$ cat config.mk
export PLATFORM = sky130hd
export DESIGN_NAME = crc16_response_frame_receiver
export DESIGN_NICKNAME = d
export VERILOG_FILES = /design/src/rtl/crfr_pkg.sv /design/src/rtl/crc16_response_frame_receiver.sv
export SDC_FILE = /design/constraint.sdc
export NUM_CORES = 1
export LEC_CHECK = 0
export ABC_CLOCK_PERIOD_IN_PS = 9500
export BUFFER_PORTS_ARGS = -buffer_cell sky130_fd_sc_hd__buf_4
export CELL_PAD_IN_SITES_DETAIL_PLACEMENT = 0
export CELL_PAD_IN_SITES_GLOBAL_PLACEMENT = 1
export CORE_ASPECT_RATIO = 0.7
export CORE_MARGIN = 2
export CORE_UTILIZATION = 50
export DETAILED_ROUTE_END_ITERATION = 6
export PLACE_DENSITY = 0.89
export SLEW_MARGIN = 20
export SYNTH_ARGS = -nofsm -noshare
export SYNTH_HDL_FRONTEND = slang
export SYNTH_SLANG_ARGS = --single-unit
$ cat constraint.sdc
create_clock -name i_clk -period 9.5 [get_ports i_clk]
set_input_delay 0 -clock i_clk [delete_from_list [all_inputs] [get_ports i_clk]]
set_output_delay 0 -clock i_clk [all_outputs]
set_load 0.02 [all_outputs]
$ cat src/rtl/crfr_pkg.sv
// Shared types, constants and the CRC byte update for the frame receiver.
// No dependencies; imported by the top level and the checker.
`default_nettype none

package crfr_pkg;

    localparam logic [15:0] CRC_PRESET      = 16'hFFFF;
    localparam logic [15:0] CRC_POLY        = 16'h8408;
    localparam logic [15:0] TIMEOUT_RESET   = 16'd1000;
    localparam logic [15:0] IDLE_MAX        = 16'hFFFF;
    localparam logic [7:0]  MIN_FRAME_LEN   = 8'd4;

    // Item kinds on the input channel
    localparam logic OP_BYTE = 1'b0;
    localparam logic OP_TICK = 1'b1;

    typedef enum logic [1:0] {
        VERDICT_OK      = 2'd0,
        VERDICT_CRC_BAD = 2'd1,
        VERDICT_TIMEOUT = 2'd2,
        VERDICT_SHORT   = 2'd3
    } t_verdict;

    // Reflected CRC-16 update over one byte, eight shift steps unrolled
    function automatic logic [15:0] crc_byte(input logic [15:0] crc, input logic [7:0] b);
        logic [15:0] c;
        c = crc ^ {8'h00, b};
        for (int k = 0; k < 8; k++) begin
            if (c[0]) begin
                c = (c >> 1) ^ CRC_POLY;
            end else begin
                c = c >> 1;
            end
        end
        return c;
    endfunction

endpackage

`default_nettype wire

$ cat src/rtl/crc16_response_frame_receiver.sv
// Channel   | Direction | Handshake                  | Payload
// input     | in        | i_in_valid / o_in_ready    | i_op, i_rx_byte
// result    | out       | o_out_valid / i_out_ready  | frame byte, index, end, verdict,
//           |           |                            | address, response code
// config    | in        | i_cfg_wr_en (no wait)      | i_cfg_wr_data (timeout_ticks)
// One item per cycle: all work for an item is done in the cycle it is accepted and its
// result lands in the output register; the 8-step CRC update is the longest path.
// A result is registered in the cycle after its item; ticks outside a frame produce no result.
// Input stalls only while the output register holds a result that is not taken.
// Reset is synchronous, active low, and needs no clearing pass.
// Frame receiver with length prefix, CRC-16 check and idle timeout; uses crfr_pkg.
`default_nettype none

module crc16_response_frame_receiver
    import crfr_pkg::*;
(
    input  wire logic        i_clk,
    input  wire logic        i_rst_n,
    input  wire logic        i_cfg_wr_en,
    input  wire logic [15:0] i_cfg_wr_data,
    input  wire logic        i_in_valid,
    output logic             o_in_ready,
    input  wire logic        i_op,
    input  wire logic [7:0]  i_rx_byte,
    output logic             o_out_valid,
    input  wire logic        i_out_ready,
    output logic [7:0]       o_frame_byte,
    output logic [7:0]       o_byte_index,
    output logic             o_frame_end,
    output logic [1:0]       o_verdict,
    output logic [7:0]       o_address,
    output logic [7:0]       o_response_code
);

    // Frame state
    logic [15:0] r_timeout_ticks;
    logic        r_in_frame, n_in_frame;
    logic [7:0]  r_frame_length, n_frame_length;
    logic [7:0]  r_byte_count, n_byte_count;
    logic [15:0] r_crc, n_crc;
    logic [7:0]  r_crc_low, n_crc_low;
    logic [15:0] r_idle, n_idle;
    logic [7:0]  r_addr, n_addr;
    logic [7:0]  r_code, n_code;

    // Output register
    logic        r_out_valid;
    logic [7:0]  r_out_byte;
    logic [7:0]  r_out_index;
    logic        r_out_end;
    t_verdict    r_out_verdict;
    logic [7:0]  r_out_addr;
    logic [7:0]  r_out_code;

    // Result of the accepted item
    logic        res_valid;
    logic [7:0]  res_byte;
    logic [7:0]  res_index;
    logic        res_end;
    t_verdict    res_verdict;

    logic        take;
    logic        slot_free;
    logic [15:0] idle_inc;
    logic [8:0]  idx_p1;
    logic [8:0]  idx_p2;
    logic [8:0]  len9;
    logic [15:0] crc_in;

    // Accept while the output register is empty or being emptied
    assign slot_free  = !r_out_valid || i_out_ready;
    assign o_in_ready = slot_free;
    assign take       = i_in_valid && slot_free;

    assign idle_inc = (r_idle != IDLE_MAX) ? r_idle + 16'd1 : r_idle;
    assign idx_p1   = {1'b0, r_byte_count} + 9'd1;
    assign idx_p2   = {1'b0, r_byte_count} + 9'd2;
    assign len9     = {1'b0, r_frame_length};
    // CRC input: the preset on a length byte, the running value inside a frame
    assign crc_in   = r_in_frame ? r_crc : CRC_PRESET;

    // Next state and result for the accepted item
    always_comb begin
        n_in_frame     = r_in_frame;
        n_frame_length = r_frame_length;
        n_byte_count   = r_byte_count;
        n_crc          = r_crc;
        n_crc_low      = r_crc_low;
        n_idle         = r_idle;
        n_addr         = r_addr;
        n_code         = r_code;
        res_valid      = 1'b0;
        res_byte       = i_rx_byte;
        res_index      = r_byte_count;
        res_end        = 1'b0;
        res_verdict    = VERDICT_OK;
        if (take) begin
            if (i_op == OP_TICK) begin
                // Count idle ticks inside a frame, abort on reaching the limit
                if (r_in_frame) begin
                    n_idle = idle_inc;
                    if (idle_inc >= r_timeout_ticks) begin
                        n_in_frame  = 1'b0;
                        n_idle      = '0;
                        res_valid   = 1'b1;
                        res_byte    = 8'h00;
                        res_end     = 1'b1;
                        res_verdict = VERDICT_TIMEOUT;
                    end
                end
            end else begin
                n_idle    = '0;
                res_valid = 1'b1;
                if (!r_in_frame) begin
                    // Length byte opens a new frame
                    n_frame_length = i_rx_byte;
                    n_addr         = '0;
                    n_code         = '0;
                    n_crc_low      = '0;
                    n_crc          = (i_rx_byte >= 8'd2) ? crc_byte(crc_in, i_rx_byte)
                                                         : CRC_PRESET;
                    res_index      = '0;
                    if (i_rx_byte == 8'd0) begin
                        n_byte_count = '0;
                        res_end      = 1'b1;
                        res_verdict  = VERDICT_SHORT;
                    end else begin
                        n_in_frame   = 1'b1;
                        n_byte_count = 8'd1;
                    end
                end else begin
                    // Body byte: capture header fields, run CRC, check at the end
                    if (r_byte_count == 8'd1) begin
                        n_addr = i_rx_byte;
                    end
                    if (r_byte_count == 8'd2) begin
                        n_code = i_rx_byte;
                    end
                    if (idx_p2 <= len9) begin
                        n_crc = crc_byte(crc_in, i_rx_byte);
                    end
                    if (idx_p1 == len9) begin
                        n_crc_low = i_rx_byte;
                    end
                    if (r_byte_count >= r_frame_length) begin
                        n_in_frame = 1'b0;
                        res_end    = 1'b1;
                        if (r_frame_length < MIN_FRAME_LEN) begin
                            res_verdict = VERDICT_SHORT;
                        end else if (r_crc == {i_rx_byte, r_crc_low}) begin
                            res_verdict = VERDICT_OK;
                        end else begin
                            res_verdict = VERDICT_CRC_BAD;
                        end
                    end else begin
                        n_byte_count = idx_p1[7:0];
                    end
                end
            end
        end
    end

    // Control and frame state
    always_ff @(posedge i_clk) begin
        if (!i_rst_n) begin
            r_timeout_ticks <= TIMEOUT_RESET;
            r_in_frame      <= 1'b0;
            r_frame_length  <= '0;
            r_byte_count    <= '0;
            r_crc           <= CRC_PRESET;
            r_crc_low       <= '0;
            r_idle          <= '0;
            r_addr          <= '0;
            r_code          <= '0;
            r_out_valid     <= 1'b0;
        end else begin
            if (i_cfg_wr_en) begin
                r_timeout_ticks <= i_cfg_wr_data;
            end
            r_in_frame     <= n_in_frame;
            r_frame_length <= n_frame_length;
            r_byte_count   <= n_byte_count;
            r_crc          <= n_crc;
            r_crc_low      <= n_crc_low;
            r_idle         <= n_idle;
            r_addr         <= n_addr;
            r_code         <= n_code;
            if (slot_free) begin
                r_out_valid <= res_valid;
            end
        end
    end

    // Result payload: load when a new result is produced
    always_ff @(posedge i_clk) begin
        if (res_valid) begin
            r_out_byte    <= res_byte;
            r_out_index   <= res_index;
            r_out_end     <= res_end;
            r_out_verdict <= res_verdict;
            r_out_addr    <= n_addr;
            r_out_code    <= n_code;
        end
    end

    assign o_out_valid     = r_out_valid;
    assign o_frame_byte    = r_out_byte;
    assign o_byte_index    = r_out_index;
    assign o_frame_end     = r_out_end;
    assign o_verdict       = r_out_verdict;
    assign o_address       = r_out_addr;
    assign o_response_code = r_out_code;

endmodule

`default_nettype wire

==> results.sh <==
export IMPL_status="finished clean"
export IMPL_busiest_layer="met2"
export IMPL_synthFlopType="dfxtp_1"
export IMPL_drtIter0Drc=586
export IMPL_cp_end_kind="flip-flop"
export IMPL_ctsResizeCount=0
export IMPL_setup_slack_ps=5228
export IMPL_start_kind="flip-flop"
export IMPL_crit_fanout=35
export IMPL_ys_ff_latch=125
export IMPL_crit_type="flip-flop to flip-flop"
export IMPL_mappedNetlistArea_sq_um=7013
export IMPL_cts_path_max_buffers=2
export IMPL_finalCritPeriodShare_pct=44.97
export IMPL_vias_per_cell=5.767
export IMPL_synth_cell_types=69
export IMPL_synth_top_area_share_pct=25.69
export IMPL_antenna_found_initial=0
export IMPL_synth_area_leaders="dfxtp_1 26%, edfxtp_1 15%, ha_1 6.4%, xnor2_1 6.2%, nand2_1 4.0%"
export IMPL_antenna_left=0
export IMPL_hold_viol_final=0
export IMPL_async_flop_share_pct=0
export IMPL_port_buffers=66
export IMPL_postCtsSetupRepairBufs=0
export IMPL_rsz0062_at_grt="no"
export IMPL_post_place_ws_ps=5334
export IMPL_root_buffer="clkbuf_16"
export IMPL_rows=36
export IMPL_first_pass_iters=5
export IMPL_avgSynthCellArea_sq_um=9.264
export IMPL_gp_congestion=0.9209
export IMPL_fp_dieH_um=103.1
export IMPL_die_area_sq_um=15000
export IMPL_grt_pass1_vias=5835
export IMPL_ctsHoldBuffers=33
export IMPL_finalClockSkew_ps=7.760
export IMPL_grtUsageMet1_pct=34.16
export IMPL_grt_use_met2_pct=41.71
export IMPL_io_pins=67
export IMPL_pwr_density_cell_nw_per_um2=162.1
export IMPL_fmax_mhz=234.1
export IMPL_grt_overflow=0
export IMPL_drv_slew=0
export IMPL_dp_hpwl_um=12220
export IMPL_num_vias=5952
export IMPL_period_needed_ps=4272
export IMPL_grt_pass1_wl_um=30150
export IMPL_tightest_slew_ps=816.9
export IMPL_synth_cells=757
export IMPL_grt_usage_pct=25.38
export IMPL_fin_nets=895
export IMPL_drc=0
export IMPL_drive_gt1_share_pct=15.91
export IMPL_hp_class="input pin to flip-flop"
export IMPL_yosysSeqAreaShare_pct=40.68
export IMPL_cts_tree="yes"
export IMPL_cp_required_ps=9570
export IMPL_final_core_util_pct=61.67
export IMPL_h_tree_depth=4
export IMPL_area_growth_pct=21.61
export IMPL_grtUsageMet3_pct=5.398
export IMPL_antenna_diode_count=0
export IMPL_cts_buffers=17
export IMPL_die_width_um=145.6
export IMPL_setup_viol=0
export IMPL_seqCellArea_sq_um=2854
export IMPL_synth_nets=823
export IMPL_nFillCells=1113
export IMPL_clk_pin_slew_ps=70
export IMPL_finalSetupTns_ps=0
export IMPL_maxCapViolations=0
export IMPL_grt_max_degree=65
export IMPL_start_util_pct=50.71
export IMPL_core_area_sq_um=13830
export IMPL_max_slew_margin_pct=45.33
export IMPL_multi_input_area_sq_um=3855
export IMPL_synth_edf_count=35
export IMPL_synth_area_leader_cell="dfxtp_1"
export IMPL_yosysWarnings=0
export IMPL_drt_total_wl_um=18510
export IMPL_cp_arrival_ps=4340
export IMPL_insertion_delay_ps=420
export IMPL_wire_per_inst_um=17.94
export IMPL_p_leak_nw=3.444
export IMPL_cts_sink_count=125
export IMPL_max_vdd_ir_drop_mv=0.1285
[flip-flops by register name, indices dropped and copies added, names as in the netlist]
name,count
r_crc,16
o_verdict,2
r_idle,16
o_frame_byte,8
o_address,8
r_code,8
r_timeout_ticks,16
o_frame_end,1
r_byte_count,8
o_byte_index,8
r_frame_length,8
r_crc_low,8
o_response_code,8
r_in_frame,1
o_out_valid,1
r_addr,8
[layer usage]
metal / wire (um) / vias to the layer above
li1: - / 2852
met3: 1244 / 26
met1: 8435 / 2842
met2: 8569 / 232
met5: 0 / -
met4: 261 / 0
[report_power, final]
group / leakage (nW) / internal [mW] / total (mW) / switching (mW)
combinational: 2.09 / 0.0646 / 0.151 / 0.0865
clock: 0.298 / 0.358 / 0.656 / 0.298
sequential: 1.06 / 0.562 / 0.576 / 0.0136
total: 3.44 / 0.985 / 1.38 / 0.398
[cells in the mapped netlist (6+ instances only)]
library cell and number:
nor3_1 13, a21oi_1 33, nor4_1 6, nand2b_1 12
and3_1 6, dfxtp_1 90, clkbuf_1 39, ha_1 36
and2_1 32, o211ai_1 15, edfxtp_1 35, nand3_1 23
a211o_1 6, mux2i_1 16, mux2_2 16, buf_2 7
a21o_1 6, nand4_1 14, inv_1 29, o21ai_0 29
nor2b_1 21, a211oi_1 7, nand2_1 75, xor2_1 8
nand3b_1 9, a22o_1 18, nor2_1 37, xnor2_1 50
[per-stage QoR]
step / power, mW / area (sq um) / hold slack (ps) / instances
2_1_floorplan: 0.6806 / 7013 / 126.2 / 757
3_3_place_gp: 0.7195 / 7581 / 223.1 / 967
3_5_place_dp: 0.7245 / 7589 / 224.7 / 967
4_1_cts: 1.389 / 8528 / 0.2435 / 1032
5_1_grt: 1.433 / 8528 / 25.06 / 1032
6_report: 1.383 / 8528 / 9.392 / 1032
[final timing paths]
| path | start | to | slack (ps) | cells past startpoint |
|---|---|---|---|---|
| setup / recovery | r_idle[3] | o_byte_index[3] | 5230 | 12 |
| setup reg to reg | r_idle[3] | o_byte_index[3] | 5230 | 12 |
| hold / removal | i_cfg_wr_en | r_timeout_ticks[7] | 9 | 2 |
| hold reg to reg | r_frame_length[0] | r_frame_length[0] | 470 | 2 |
[area by class of cell]
cell class / count / area share (%)
Timing Repair Buffer: 104 / 10.12
Sequential cell: 125 / 33.47
Inverter: 29 / 1.276
Clock inverter: 15 / 2.157
Clock buffer: 17 / 4.988
Tap cell: 190 / 2.788
Multi-Input combinational cell: 552 / 45.20
[cell families (layout without fill, tap and decap cells)]
| group | after synthesis | count (layout) | synth area share, % |
|---|---|---|---|
| DFF | 125 | 125 | 40.68 |
| and+or+nand+nor | 271 | 271 | 20.36 |
| muxes | 36 | 36 | 5.495 |
| AOI/OAI and AO/OA | 151 | 151 | 15.29 |
| adders and majority gates | 36 | 36 | 6.423 |
| buffers and inverters | 80 | 165 | 4.514 |
| xor gates and xnor gates | 58 | 58 | 7.244 |
[critical path, cell delays in order, from the launching register on]
cell and delay [ps]:
dfxtp_1 470, and4_1 330, nand4_1 380, nor3_1 320
mux2_2 380, ha_1 310, nand2_1 70, nor2_1 250
nand4_1 260, o21ai_0 490, o21bai_1 180, inv_1 80
buf_4 390
[cell usage in the layout (no fill, tap or decap), types with 6 or more instances in the layout]
master	instances
a211o_1	6
a211oi_1	7
a21o_1	6
a21oi_1	33
a22o_1	18
and2_1	32
and3_1	6
buf_4	71
clkbuf_16	17
dfxtp_1	89
dlygate4sd3_1	33
edfxtp_1	35
ha_1	36
inv_1	29
inv_8	6
mux2_2	16
mux2i_1	16
nand2_1	75
nand2b_1	12
nand3_1	23
nand3b_1	9
nand4_1	14
nor2_1	37
nor2b_1	21
nor3_1	13
nor4_1	6
o211ai_1	15
o21ai_0	29
xnor2_1	50
xor2_1	8
(Power assumes the default switching activity.)
